[src/rtl/tmcm_pkg.sv]
// shared types, constants and helpers for the tiled mirror coordinate map
// no dependencies
package tmcm_pkg;

    localparam int MAX_TILES = 6;
    localparam int COORD_W   = 16;
    localparam int TILE_W    = $clog2(MAX_TILES + 1);
    localparam int MASK_W    = MAX_TILES * MAX_TILES;
    localparam int IDX_W     = $clog2(MASK_W);
    localparam int PROD_W    = COORD_W + TILE_W;
    localparam int CFG_IDX_W = 3;

    localparam logic [CFG_IDX_W-1:0] CFG_TILE_COUNT   = 3'd0;
    localparam logic [CFG_IDX_W-1:0] CFG_FRAME_WIDTH  = 3'd1;
    localparam logic [CFG_IDX_W-1:0] CFG_FRAME_HEIGHT = 3'd2;
    localparam logic [CFG_IDX_W-1:0] CFG_FLIP_H_MASK  = 3'd3;
    localparam logic [CFG_IDX_W-1:0] CFG_FLIP_V_MASK  = 3'd4;

    // per-axis result: tile index, remainder and effective frame size
    typedef struct packed {
        logic [TILE_W-1:0]  tile;
        logic [COORD_W-1:0] rem;
        logic [COORD_W-1:0] size;
    } t_axis_res;

    function automatic logic [TILE_W-1:0] eff_tiles(input logic [2:0] n);
        logic [TILE_W-1:0] r;
        r = TILE_W'(n);
        if (n < 3'd2) r = TILE_W'(2);
        if (n > 3'(MAX_TILES)) r = TILE_W'(MAX_TILES);
        return r;
    endfunction

endpackage

[src/rtl/tmcm_axis.sv]
// one axis of the coordinate map: clamp, scale by tile count, split into tile and remainder
// depends on tmcm_pkg
module tmcm_axis (
    input  logic                          i_clk,
    input  logic                          i_en,
    input  logic [tmcm_pkg::COORD_W-1:0]  i_d,
    input  logic [tmcm_pkg::COORD_W-1:0]  i_s,
    input  logic [2:0]                    i_n,
    output tmcm_pkg::t_axis_res           o_res
);
    import tmcm_pkg::*;

    logic [COORD_W-1:0] r_d1, r_s1, n_d1, n_s1;
    logic [TILE_W-1:0]  r_n1;
    logic [PROD_W-1:0]  r_p2, r_m3, r_m5;
    logic [COORD_W-1:0] r_s2;
    t_axis_res          r_res, n_res;
    logic [PROD_W-1:0]  m1, m2, m4, sub;

    always_comb begin
        n_s1 = (i_s == '0) ? COORD_W'(1) : i_s;
        n_d1 = (i_d >= n_s1) ? n_s1 - COORD_W'(1) : i_d;
    end

    assign m1 = PROD_W'(r_s2);
    assign m2 = PROD_W'(r_s2) << 1;
    assign m4 = PROD_W'(r_s2) << 2;

    // quotient is below the tile count, so a few compares find it
    always_comb begin
        n_res.size = r_s2;
        n_res.tile = '0;
        sub        = '0;
        if (r_p2 >= m1) begin n_res.tile = TILE_W'(1); sub = m1;   end
        if (r_p2 >= m2) begin n_res.tile = TILE_W'(2); sub = m2;   end
        if (r_p2 >= r_m3) begin n_res.tile = TILE_W'(3); sub = r_m3; end
        if (r_p2 >= m4) begin n_res.tile = TILE_W'(4); sub = m4;   end
        if (r_p2 >= r_m5) begin n_res.tile = TILE_W'(5); sub = r_m5; end
        n_res.rem = COORD_W'(r_p2 - sub);
    end

    always_ff @(posedge i_clk) begin
        if (i_en) begin
            r_d1  <= n_d1;
            r_s1  <= n_s1;
            r_n1  <= eff_tiles(i_n);
            r_p2  <= PROD_W'(r_d1) * PROD_W'(r_n1);
            r_m3  <= PROD_W'(r_s1) + (PROD_W'(r_s1) << 1);
            r_m5  <= PROD_W'(r_s1) + (PROD_W'(r_s1) << 2);
            r_s2  <= r_s1;
            r_res <= n_res;
        end
    end

    assign o_res = r_res;

endmodule

[src/rtl/tiled_mirror_coordinate_map.sv]
// Tiled mirror coordinate map: for each destination pixel it returns the source pixel that
// shows an n-by-n grid of shrunken, individually mirrored copies of the frame, plus the
// tile's mirror flags. Fully pipelined: one transaction per clock while not stalled, through
// four register stages (clamp, multiply, tile/remainder split, mirror and output register).
// A stall on a valid output freezes the whole pipe and is reflected on o_stall in the same
// cycle.
// Configuration writes are always taken and must only occur while the pipe is empty.
// depends on tmcm_pkg and tmcm_axis
module tiled_mirror_coordinate_map (
    input  logic                            i_clk,
    input  logic                            i_rst_n,
    input  logic                            i_cfg_valid,
    output logic                            o_cfg_ready,
    input  logic [tmcm_pkg::CFG_IDX_W-1:0]  i_cfg_index,
    input  logic [tmcm_pkg::MASK_W-1:0]     i_cfg_data,
    input  logic                            i_valid,
    output logic                            o_stall,
    input  logic [tmcm_pkg::COORD_W-1:0]    i_dest_x,
    input  logic [tmcm_pkg::COORD_W-1:0]    i_dest_y,
    output logic                            o_valid,
    input  logic                            i_stall,
    output logic [tmcm_pkg::COORD_W-1:0]    o_src_x,
    output logic [tmcm_pkg::COORD_W-1:0]    o_src_y,
    output logic                            o_mirrored_h,
    output logic                            o_mirrored_v
);
    import tmcm_pkg::*;

    // configuration registers
    logic [2:0]         r_tiles;
    logic [COORD_W-1:0] r_width, r_height;
    logic [MASK_W-1:0]  r_mask_h, r_mask_v;

    // pipeline control
    logic       en;
    logic [2:0] r_vld;
    logic       r_out_vld;

    t_axis_res  res_x, res_y;
    logic [IDX_W-1:0] idx;
    logic       fh, fv;
    logic [COORD_W-1:0] r_src_x, r_src_y, n_src_x, n_src_y;
    logic       r_fh, r_fv;

    assign o_cfg_ready = 1'b1;

    always_ff @(posedge i_clk) begin
        if (!i_rst_n) begin
            r_tiles  <= 3'd2;
            r_width  <= COORD_W'(1);
            r_height <= COORD_W'(1);
            r_mask_h <= '0;
            r_mask_v <= '0;
        end else if (i_cfg_valid) begin
            case (i_cfg_index)
                CFG_TILE_COUNT:   r_tiles  <= i_cfg_data[2:0];
                CFG_FRAME_WIDTH:  r_width  <= i_cfg_data[COORD_W-1:0];
                CFG_FRAME_HEIGHT: r_height <= i_cfg_data[COORD_W-1:0];
                CFG_FLIP_H_MASK:  r_mask_h <= i_cfg_data;
                CFG_FLIP_V_MASK:  r_mask_v <= i_cfg_data;
                default: ;
            endcase
        end
    end

    // the whole pipe advances unless a finished result is held by the receiver
    assign en      = !(r_out_vld && i_stall);
    assign o_stall = !en;

    tmcm_axis u_axis_x (
        .i_clk (i_clk),
        .i_en  (en),
        .i_d   (i_dest_x),
        .i_s   (r_width),
        .i_n   (r_tiles),
        .o_res (res_x)
    );

    tmcm_axis u_axis_y (
        .i_clk (i_clk),
        .i_en  (en),
        .i_d   (i_dest_y),
        .i_s   (r_height),
        .i_n   (r_tiles),
        .o_res (res_y)
    );

    // mask bit per tile at column*MAX_TILES + row
    assign idx = IDX_W'(res_x.tile) * IDX_W'(MAX_TILES) + IDX_W'(res_y.tile);
    assign fh  = r_mask_h[idx];
    assign fv  = r_mask_v[idx];

    // a mirrored axis lands at size-1-remainder
    assign n_src_x = fh ? res_x.size - COORD_W'(1) - res_x.rem : res_x.rem;
    assign n_src_y = fv ? res_y.size - COORD_W'(1) - res_y.rem : res_y.rem;

    always_ff @(posedge i_clk) begin
        if (!i_rst_n) begin
            r_vld     <= '0;
            r_out_vld <= 1'b0;
        end else if (en) begin
            r_vld     <= {r_vld[1:0], i_valid};
            r_out_vld <= r_vld[2];
        end
    end

    always_ff @(posedge i_clk) begin
        if (en) begin
            r_src_x <= n_src_x;
            r_src_y <= n_src_y;
            r_fh    <= fh;
            r_fv    <= fv;
        end
    end

    assign o_valid      = r_out_vld;
    assign o_src_x      = r_src_x;
    assign o_src_y      = r_src_y;
    assign o_mirrored_h = r_fh;
    assign o_mirrored_v = r_fv;

`ifndef SYNTH
    // a held result is never dropped
    a_hold_valid: assert property (@(posedge i_clk) disable iff (!i_rst_n)
        r_out_vld && i_stall |=> r_out_vld)
        else $error("result lost under stall");

    // in-flight items do not move while stalled
    a_pipe_frozen: assert property (@(posedge i_clk) disable iff (!i_rst_n)
        !en |=> $stable(r_vld))
        else $error("pipe advanced while stalled");

    // nothing comes out right after reset
    a_reset_clear: assert property (@(posedge i_clk)
        !i_rst_n |=> !o_valid)
        else $error("valid after reset");
`endif

endmodule
[config.mk]
export PLATFORM = sky130hd
export DESIGN_NAME = tiled_mirror_coordinate_map
export DESIGN_NICKNAME = d
export VERILOG_FILES = /design/src/rtl/tmcm_pkg.sv /design/src/rtl/tmcm_axis.sv /design/src/rtl/tiled_mirror_coordinate_map.sv
export SDC_FILE = /design/constraint.sdc
export NUM_CORES = 1
export LEC_CHECK = 0
export ABC_AREA = 1
export BUFFER_PORTS_ARGS = -buffer_cell sky130_fd_sc_hd__buf_2
export CAP_MARGIN = 30
export CELL_PAD_IN_SITES_DETAIL_PLACEMENT = 2
export CELL_PAD_IN_SITES_GLOBAL_PLACEMENT = 2
export CORE_MARGIN = 8
export CORE_UTILIZATION = 42
export CTS_CLUSTER_DIAMETER = 100
export DETAILED_ROUTE_END_ITERATION = 8
export PLACE_DENSITY = 0.85
export SYNTH_ARGS = -nofsm -noshare
export SYNTH_HDL_FRONTEND = slang
export SYNTH_SLANG_ARGS = --single-unit
[constraint.sdc]
create_clock -name i_clk -period 30.8 [get_ports i_clk]
set_input_delay 6.16 -clock i_clk [delete_from_list [all_inputs] [get_ports i_clk]]
set_output_delay 6.16 -clock i_clk [all_outputs]
set_load 0.01 [all_outputs]
==> metrics.md, run 1 <==
| Metric | Value |
|---|---|
| Status | completed |
| Area leader, netlist | edfxtp_1 |
| Largest net degree at the start of global routing | between 100 and 150 |
| Clock Power Share | 0.203 |
| Cts hold-fix bufs | 0 |
| Internal power | 1.604 mW |
| Routed WL | ~110 mm |
| Critical Path Sink Type | output port |
| Synth Cell Area | roughly 30000 sq um |
| Initial antenna violation count | 1 |
| Clock Path Buffers | 3 |
| Die Area | a little over 80000 sq um |
| Slowest stage delay, CP | roughly 0.38 ns |
| CP required | roughly 25 ns |
| Critical path class | input pin to output port |
| Synthesized area per cell | 8.369 sq um |
| RSZ-0062 raised after global routing | no |
| Count of different cell masters after synthesis | between 50 and 60 |
| # resized after CTS | 0 |
| Final slew viol count | 0 |
| Logic gate share of total power | 0.507 |
| Hold Fails Final Rpt | 0 |
| CTS Sinks | between 400 and 500 |
| Synth warn | 0 |
| Clk_skew | approximately 0.026 ns |
| Min Tclk post-route | between 10 and 15 ns |
| Total grt overflow | 0 |
| CTS root buf | clkbuf_16 |
| Initial core utilization | 0.4236 |
| Yosys reg bits | 420 |
| Area Growth Syn to Fin | 10.08% |
| P_sw | 1.352 mW |
| Reg clk slew, reported paths | ~0.060 ns |
| Max-Cap Viols | 0 |
| Synth top area share | 0.3070 |
| Core area | 71360 sq um |
| Nets | between 4000 and 5000 |
| GRT Total Usage | 0.2575 |
| Cts bufs inserted | 49 |
| Post-DP HPWL | around 81 mm |
| Number of port buffers | about 110 |
| Area contributors post-synth | edfxtp_1, ha_1, nand2_1 |
| Sequential cell area fraction in the yosys report | 0.3805 |
| Worst setup SP type | input pin |
| Worst Tran Pin Value | just over 0.9 ns |
| Seq pwr share | 0.290 |
| Most common cell on crit path | buf_2 |
| Power density cells | 88.84 nW/um^2 |
| Antenna Cells | 0 |
| CP Cell Sequence | buf_2 -> nand2_4 -> inv_1 -> buf_2 |
| Final setup TNS | 0 ns |
| Max Freq | about 76 MHz |
| Die Height | approximately 280 um |
| Headroom to the max-slew limit | 0.3805 |
| Routability cong. | a little over 0.9 |
| First-pass GRT wire length | about 170 mm |
| H-tree depth reported by CTS | 2 |
| Vias/cell | ~5.6 |
| Part of the cycle the worst path needs | 0.4296 |
| Vias in the first global route | approximately 30000 |
| Prevailing post-synth register cell | edfxtp_1 |
| # Post-CTS Setup Buffers | 0 |
| Top cells by count, synth | nand2_1, inv_1, ha_1 |
| Top-count cell post-synth | nand2_1 |
| Slowest cell on the critical path | nand2_4 |
| Layout cells sized above 1 | 0.07527 |
| 1st-iter DRT viols | approximately 1100 |
| Top Ports | approximately 110 |
| Final Power | between 2 and 3 mW |
| Post-DR wirelength/cell | about 23 um |
| DRC viols | 0 |
| Cell Rows | 98 |
| Static leakage | ~16 nW |
| CP bufs+invs | 3 |
| Insertion delay to the later sink of the worst-skew pair | roughly 0.62 ns |
| CP delay by family, top | buffers and inverters |
| TritonCTS clock tree | built |
| Worst path arrival time | around 7.1 ns |
| Worst Hold Class | flop to flop |
| Setup violations, final | 0 |
| Async set-reset flop share out of synthesis | 0 |
| Net count after synthesis | 4090 |
| Drt pass-1 iters | 5 |
| Post-Synthesis Cells | between 3000 and 4000 |
| Post-DRT Antenna Nets | 0 |
| Vias | roughly 26000 |
| Largest fanout on the critical path | 41 |
| Sw Share | 0.4575 |
| EDFF count, synth | ~310 |
| Peak VDD IR | roughly 0.000092 V |
| Hold Slack | 0.4508 ns |
| Die W | between 200 and 300 um |
[area by class of cell]
cell class,count,area [sq um]
fillers,7899,38090
multi-input cells,2577,16280
flip-flops and latches,420,11500
inverters,501,1881
clock buffers,61,1311
well taps,950,1189
repair buffers,132,800.8
clock inverters,29,306.5
[stage by stage]
step | cells | utilization | worst slack, ns | instance area, sq um
2_1_floorplan | 3612 | - | 10.79 | 30230
3_5_place_dp | 4577 | 0.4424 | 17.55 | 31570
3_3_place_gp | 4574 | 0.4417 | 17.66 | 31520
4_1_cts | 4667 | 0.4651 | 17.53 | 33190
6_report | 4670 | 0.4662 | 17.57 | 33270
5_1_grt | 4670 | 0.4662 | 17.48 | 33270
[worst reg2reg max path: cells and delay by family (launching register included)]
| family | cells | cell delay (ns) |
|---|---|---|
| compound gates | 2 | 0.58 |
| xor+xnor | 1 | 0.16 |
| fa+ha+maj | 3 | 0.93 |
| buf+inv | 3 | 0.35 |
| flops | 1 | 0.49 |
| simple gates | 19 | 1.99 |
[worst paths after layout]
| check | from | to | slack, ns | cells past startpoint |
|---|---|---|---|---|
| worst min register to register | r_mask_h[24] | r_mask_h[24] | 0.45 | 2 |
| worst min-delay path | r_mask_h[24] | r_mask_h[24] | 0.45 | 2 |
| worst max register to register | u_axis_y.r_s2[5] | u_axis_y.o_res[28] | 26.04 | 28 |
| worst max-delay path | i_stall | o_stall | 17.57 | 4 |
[layout by cell type (no fill, tap or decap), drive strengths merged, types with 6 or more instances in the layout]
cell     count
nand2      749
inv        501
a21oi      365
ha         362
edfxtp     309
o21ai      290
nor2       252
buf        132
xor2       122
nand3      120
dfxtp      111
clkbuf      61
nand4       50
fa          40
xnor2       37
nor3        36
o22ai       29
a21boi      28
clkinv      22
a21o        15
a31oi       13
o21a         9
o31ai        9
o2111ai      8
nand3b       8
o211ai       8
o221ai       6
[cell families after synthesis]
kind of cell | count (synthesis) | synth area share
compound gates | 790 | 0.1438
xor+xnor | 159 | 0.04681
fa+ha+maj | 402 | 0.1763
buf+inv | 615 | 0.08121
flops | 420 | 0.3805
other cells | 1 | 0.0001241
simple gates | 1225 | 0.1712
[metal layers]
metal,vias to the layer above,global-route usage,share of wire
met4,2,0.09033,0.034
met3,205,0.03008,0.030
li1,12330,-,-
met1,13190,0.3069,0.42
met5,-,0,0.00010
met2,469,0.4739,0.51
[power by group through the flow]
stage / clock, mW / sequential, mW / combinational (mW)
5_1_grt: 0.627 / 0.866 / 1.67
3_3_place_gp: 0 / 0.857 / 1.35
6_report: 0.600 / 0.856 / 1.50
2_1_floorplan: 0 / 0.842 / 1.06
3_5_place_dp: 0 / 0.866 / 1.48
4_1_cts: 0.610 / 0.856 / 1.51
[sequential cells by signal, summed over array words and instances, names as in the netlist, 17 cells and up]
register	cells
u_axis_y.r_m5	18
u_axis_y.o_res	35
u_axis_y.r_m3	18
r_mask_h	36
u_axis_x.r_m3	17
r_mask_v	36
u_axis_y.r_p2	19
u_axis_x.r_p2	19
u_axis_x.r_m5	17
u_axis_x.o_res	35
Power figures use the tool's default switching activity.
==> inputs of run 2 (changes only) <==
--- a/config.mk
+++ b/config.mk
@@ -11,10 +11,10 @@
 export CELL_PAD_IN_SITES_DETAIL_PLACEMENT = 2
 export CELL_PAD_IN_SITES_GLOBAL_PLACEMENT = 2
 export CORE_MARGIN = 8
-export CORE_UTILIZATION = 42
+export CORE_UTILIZATION = 39
 export CTS_CLUSTER_DIAMETER = 100
 export DETAILED_ROUTE_END_ITERATION = 8
-export PLACE_DENSITY = 0.85
+export PLACE_DENSITY = 0.8
 export SYNTH_ARGS = -nofsm -noshare
 export SYNTH_HDL_FRONTEND = slang
 export SYNTH_SLANG_ARGS = --single-unit
==> constraint.sdc (replaced) <==
create_clock -name i_clk -period 13.05 [get_ports i_clk]
set_input_delay 2.61 -clock i_clk [delete_from_list [all_inputs] [get_ports i_clk]]
set_output_delay 2.61 -clock i_clk [all_outputs]
set_load 0.01 [all_outputs]
==> metrics.md, run 2 (synthesized netlist as in run 1, its figures left out) <==
| Metric | Value |
|---|---|
| Final Power | around 6.9 mW |
| Insertion delay to the later sink of the worst-skew pair | around 0.64 ns |
| CP required | approximately 10 ns |
| Cts hold-fix bufs | 0 |
| Worst Tran Pin Value | roughly 1.2 ns |
| Core area | ~77000 sq um |
| # resized after CTS | 0 |
| Final slew viol count | 0 |
| TritonCTS clock tree | built |
| Cts bufs inserted | 50 |
| Layout cells sized above 1 | 0.07479 |
| Min-delay src | r_mask_h[15] |
| Number of port buffers | between 100 and 150 |
| Cell Rows | about 100 |
| CTS Sinks | 420 |
| Post-DR wirelength/cell | slightly above 20 um |
| Post-DRT Antenna Nets | 0 |
| Finished Layout Cells | roughly 4800 |
| Headroom to the max-slew limit | 0.2156 |
| Vias | about 25000 |
| Flop-to-flop setup slack | roughly 8.4 ns |
| FF-to-FF Start | u_axis_x.r_p2[12] |
| Hold Fails Final Rpt | 0 |
| Initial antenna violation count | 3 |
| Part of the cycle the worst path needs | 0.4862 |
| Worst hold endpoint | r_mask_h[15] |
| Post-route cell area | 33380 sq um |
| Initial core utilization | 0.3921 |
| H-tree depth reported by CTS | 2 |
| Min Tclk post-route | ~6.3 ns |
| RSZ-0062 raised after global routing | no |
| Worst Setup Slack, final | between 6 and 7 ns |
| Drt pass-1 iters | 4 |
| Vias/cell | around 5.3 |
| Cell count after placement | ~4700 |
| Reg clk slew, reported paths | 0.06 ns |
| Area Growth Syn to Fin | 10.43% |
| Critical Path Sink Type | output port |
| Worst Hold Class | flop to flop |
| First-pass GRT wire length | about 150 mm |
| Worst R2R Path Depth | 24 |
| Peak VDD IR | around 0.00020 V |
| Pre-CTS setup slack | 6.666 ns |
| RR Endpoint | u_axis_x.o_res[31] |
| Setup violations, final | 0 |
| CTS root buf | clkbuf_16 |
| Max-Cap Viols | 0 |
| Die Area | between 80000 and 90000 sq um |
| Die W | between 200 and 300 um |
| Static leakage | around 16 nW |
| Status | completed |
| Most frequent cells in the layout | nand2_1, inv_1, ha_1 |
| Routed WL | a little under 100 mm |
| Die Height | between 200 and 300 um |
| Largest regs | r_mask_h: 36 flops, r_mask_v: 36 flops |
| Hold path depth | 2 |
| Clock Path Buffers | 3 |
| Power density cells | 205.6 nW/um^2 |
| Largest net degree at the start of global routing | around 180 |
| Routability cong. | between 0.8 and 0.9 |
| 1st-iter DRT viols | between 900 and 1000 |
| Dpl cell area | ~32000 sq um |
| Top Ports | 113 |
| Total grt overflow | 0 |
| Commonest non-fill, non-tap cell in the layout | nand2_1 |
| Vias in the first global route | around 28000 |
| Largest fanout on the critical path | 63 |
| GRT Total Usage | 0.2196 |
| Post-DP HPWL | 74.52 mm |
| Worst path arrival time | 3.74 ns |
| Clk_skew | between 0.04 and 0.05 ns |
| Critical path class | input pin to output port |
| Nets | between 4000 and 5000 |
| Final setup TNS | 0 ns |
| Worst setup SP type | input pin |
| DRC viols | 0 |
| Max Freq | about 160 MHz |
| # Post-CTS Setup Buffers | 0 |
==> run 2: cell count changes in the layout (fill, tap and decap cells not counted), sizes merged <==
cell | previous run | this run
buf | 132 | 128
bufinv | 4 | 5
clkbuf | 61 | 68
clkinv | 22 | 17
clkinvlp | 3 | 1
diode | 0 | 1
==> run 2: final cells by class <==
type                       instances  area (sq um)
antenna                            1         2.502
clock buffer                      68          1380
clock inverter                    23         300.3
fill                            8715         43700
inverter                         501          1881
multi-input combinational       2577         16280
sequential                       420         11500
tap                             1040          1301
timing repair buffer             128         730.7
==> run 2: how the worst max path moves through the flow <==
stage	from	endpoint	slack, ns	cells past startpoint
4_1_cts	i_stall	o_stall	6.67	4
3_3_place_gp	i_stall	o_stall	6.71	4
3_5_place_dp	i_stall	o_stall	6.67	4
5_1_grt	i_stall	o_stall	6.58	4
2_1_floorplan	i_stall	o_stall	0.14	2
6_report	i_stall	o_stall	6.70	4
==> run 2: routing by layer <==
| metal | part of all wire | track usage | vias to the layer above |
|---|---|---|---|
| li1 | - | - | 12300 |
| met1 | 0.45 | 0.2712 | 12480 |
| met2 | 0.49 | 0.3977 | 307 |
| met3 | 0.032 | 0.02921 | 138 |
| met4 | 0.026 | 0.06116 | 4 |
| met5 | 0.00030 | 0 | - |
==> run 2: report_power, final <==
| part | internal, mW | switching (mW) | leakage (nW) |
|---|---|---|---|
| Combinational | 1.14 | 2.27 | 10.6 |
| Clock | 0.843 | 0.598 | 0.820 |
| Sequential | 1.83 | 0.179 | 4.43 |
==> run 2: worst max-delay path: stages <==
cell and delay [ns]:
buf_2 0.11, nand2_4 0.58, inv_1 0.22, buf_2 0.20
==> run 2: through the flow <==
| stage | util | hold slack (ns) |
|---|---|---|
| 3_3_place_gp | 0.4105 | 0.4273 |
| 4_1_cts | 0.4327 | 0.4466 |
| 5_1_grt | 0.4330 | 0.4636 |
| 2_1_floorplan | - | 0.4200 |
| 6_report | 0.4330 | 0.4446 |
| 3_5_place_dp | 0.4109 | 0.4375 |
==> inputs of run 3 (changes only) <==
--- a/config.mk
+++ b/config.mk
@@ -11,10 +11,10 @@
 export CELL_PAD_IN_SITES_DETAIL_PLACEMENT = 2
 export CELL_PAD_IN_SITES_GLOBAL_PLACEMENT = 2
 export CORE_MARGIN = 8
-export CORE_UTILIZATION = 39
+export CORE_UTILIZATION = 35
 export CTS_CLUSTER_DIAMETER = 100
 export DETAILED_ROUTE_END_ITERATION = 8
-export PLACE_DENSITY = 0.8
+export PLACE_DENSITY = 0.76
 export SYNTH_ARGS = -nofsm -noshare
 export SYNTH_HDL_FRONTEND = slang
 export SYNTH_SLANG_ARGS = --single-unit
==> constraint.sdc (replaced) <==
create_clock -name i_clk -period 5.44 [get_ports i_clk]
set_input_delay 1.088 -clock i_clk [delete_from_list [all_inputs] [get_ports i_clk]]
set_output_delay 1.088 -clock i_clk [all_outputs]
set_load 0.01 [all_outputs]
==> metrics.md, run 3 (synthesized netlist as in run 1, its figures left out) <==
| Metric | Value |
|---|---|
| Status | completed |
| Seq pwr share | 0.289 |
| Most common cell on crit path | nand2_1 |
| Max-Cap Viols | 0 |
| GRT Total Usage | 0.2013 |
| 1st-iter DRT viols | 1050 |
| CTS Sinks | 420 |
| Drt pass-1 iters | 5 |
| Cts hold-fix bufs | 0 |
| Internal power | a little over 9 mW |
| Headroom to the max-slew limit | 0.3058 |
| Worst Tran Pin Value | 1.041 ns |
| Final slew viol count | 0 |
| Post-DP HPWL | between 70 and 80 mm |
| Power density cells | ~500 nW/um^2 |
| # Post-CTS Setup Buffers | 0 |
| CTS root buf | clkbuf_16 |
| Total grt overflow | 0 |
| Layout cells sized above 1 | 0.07721 |
| Clk_skew | approximately 0.030 ns |
| Reg clk slew, reported paths | approximately 0.060 ns |
| Critical Path Sink Type | flop |
| Die Area | about 96000 sq um |
| # resized after CTS | 0 |
| Insertion delay to the later sink of the worst-skew pair | roughly 0.65 ns |
| Cts bufs inserted | between 50 and 60 |
| CP Cell Sequence | ha_1 -> a21oi_1 -> nand2_1 -> nor2_4 -> nand3_2 -> nor2_4 -> nand2_4 -> a21o_1 -> a21boi_0 -> ha_1 -> inv_1 -> fa_1 -> nand3_1 -> nand2_1 -> nand3_1 -> nand2_1 -> nand3_1 -> nand2_1 -> nand3_1 -> nand2_1 -> nand3_1 -> nand2_1 -> xor2_1 |
| Number of port buffers | roughly 110 |
| Top Ports | 113 |
| Clock Path Buffers | 3 |
| Largest net degree at the start of global routing | 179 |
| Routed WL | 96.83 mm |
| Critical path class | flop to flop |
| Worst Hold Class | flop to flop |
| P_sw | approximately 7.4 mW |
| Routability cong. | between 0.8 and 0.9 |
| Worst path arrival time | 5.04 ns |
| Hold Fails Final Rpt | 0 |
| Grt met1 use | 0.2582 |
| Min Tclk post-route | between 4 and 5 ns |
| M3 GR Usage | 0.03108 |
| GR Layer Usage met2 | 0.3527 |
| Sw Share | 0.4471 |
| First-pass GRT wire length | roughly 150 mm |
| CP bufs+invs | 1 |
| Vias | approximately 25000 |
| Max Freq | around 210 MHz |
| Vias in the first global route | around 28000 |
| Die Height | 309.9 um |
| Vias/cell | 5.156 |
| Part of the cycle the worst path needs | 0.8565 |
| Largest fanout on the critical path | 16 |
| Post-DRT Antenna Nets | 0 |
| Most frequent cells in the layout | nand2_1, inv_1, ha_1 |
| Area Growth Syn to Fin | 11.09% |
| H-tree depth reported by CTS | 2 |
| Commonest non-fill, non-tap cell in the layout | nand2_1 |
| Largest regs | r_mask_h: 36 flops, r_mask_v: 36 flops |
| Most Crowded Layer GR | met2 |
| Clock Power Share | 0.214 |
| Final setup TNS | 0 ns |
| TritonCTS clock tree | built |
| Slowest stage delay, CP | around 0.52 ns |
| Setup violations, final | 0 |
| Die W | around 310 um |
| DRC viols | 0 |
| Slowest cell on the critical path | edfxtp_1 |
| Core area | between 80000 and 90000 sq um |
| Initial core utilization | 0.3539 |
| Nets | about 4200 |
| Worst setup SP type | flop |
| Static leakage | ~16 nW |
| RSZ-0062 raised after global routing | no |
| Final Power | 16.65 mW |
| CP delay by family, top | simple AND/OR/NAND/NOR gates |
| Peak VDD IR | 0.0005025 V |
| CP required | between 5 and 6 ns |
| Post-DR wirelength/cell | ~20 um |
| Cell Rows | around 110 |
| Logic gate share of total power | 0.498 |
| Initial antenna violation count | 6 |
==> run 3: changes by cell type in the layout (fill, tap and decap cells not counted), sizes merged <==
cell      change
diode         +2
clkinv       +11
bufinv        -2
clkinvlp      +1
buf           +3
==> run 3: final cells by class <==
class,count,area [sq um]
repair buffers,131,718.2
inverters,501,1881
well taps,1144,1431
multi-input cells,2577,16290
diodes,3,7.507
flip-flops and latches,420,11500
clock inverters,33,291.5
fillers,9791,51840
clock buffers,68,1455
==> run 3: worst paths after layout <==
check,startpoint,endpoint,slack [ns],depth (start not counted)
setup / recovery,u_axis_y.r_p2[16],u_axis_y.o_res[28],0.78,23
hold / removal,r_mask_h[35],r_mask_h[35],0.45,2
setup reg to reg,u_axis_y.r_p2[16],u_axis_y.o_res[28],0.78,23
hold reg to reg,r_mask_h[35],r_mask_h[35],0.45,2
==> run 3: tightest hold or removal path: cells and delay by family (launching register included) <==
kind | cells | cell delay (ns)
AOI/OAI and AO/OA | 1 | 0.05
buffers and inverters | 1 | 0.05
DFF | 1 | 0.31
==> run 3: power groups by stage <==
stage	registers, mW	logic [mW]	clock network, mW
floorplan	4.76	5.98	0
global placement	4.84	8.03	0
detailed placement	4.87	8.36	0
CTS	4.81	8.46	3.67
global route	4.87	9.37	3.76
finish	4.81	8.29	3.56
==> run 3: metal layers <==
layer,wire length [um],share of wire
met3,3350,0.035
met2,46350,0.48
met1,44730,0.46
met4,2374,0.025
met5,23,0.00024
==> run 3: per-stage QoR <==
step | hold WS (ns) | util | instance area (sq um) | worst slack [ns] | instances
after floorplan | 0.4200 | - | 30240 | 0.7005 | 3612
after global placement | 0.4307 | 0.3726 | 31820 | 0.9170 | 4773
after detailed placement | 0.4355 | 0.3726 | 31820 | 0.7640 | 4773
after CTS | 0.4476 | 0.3930 | 33570 | 0.7441 | 4874
after global routing | 0.4601 | 0.3930 | 33570 | 0.3867 | 4874
final | 0.4464 | 0.3931 | 33580 | 0.7807 | 4877
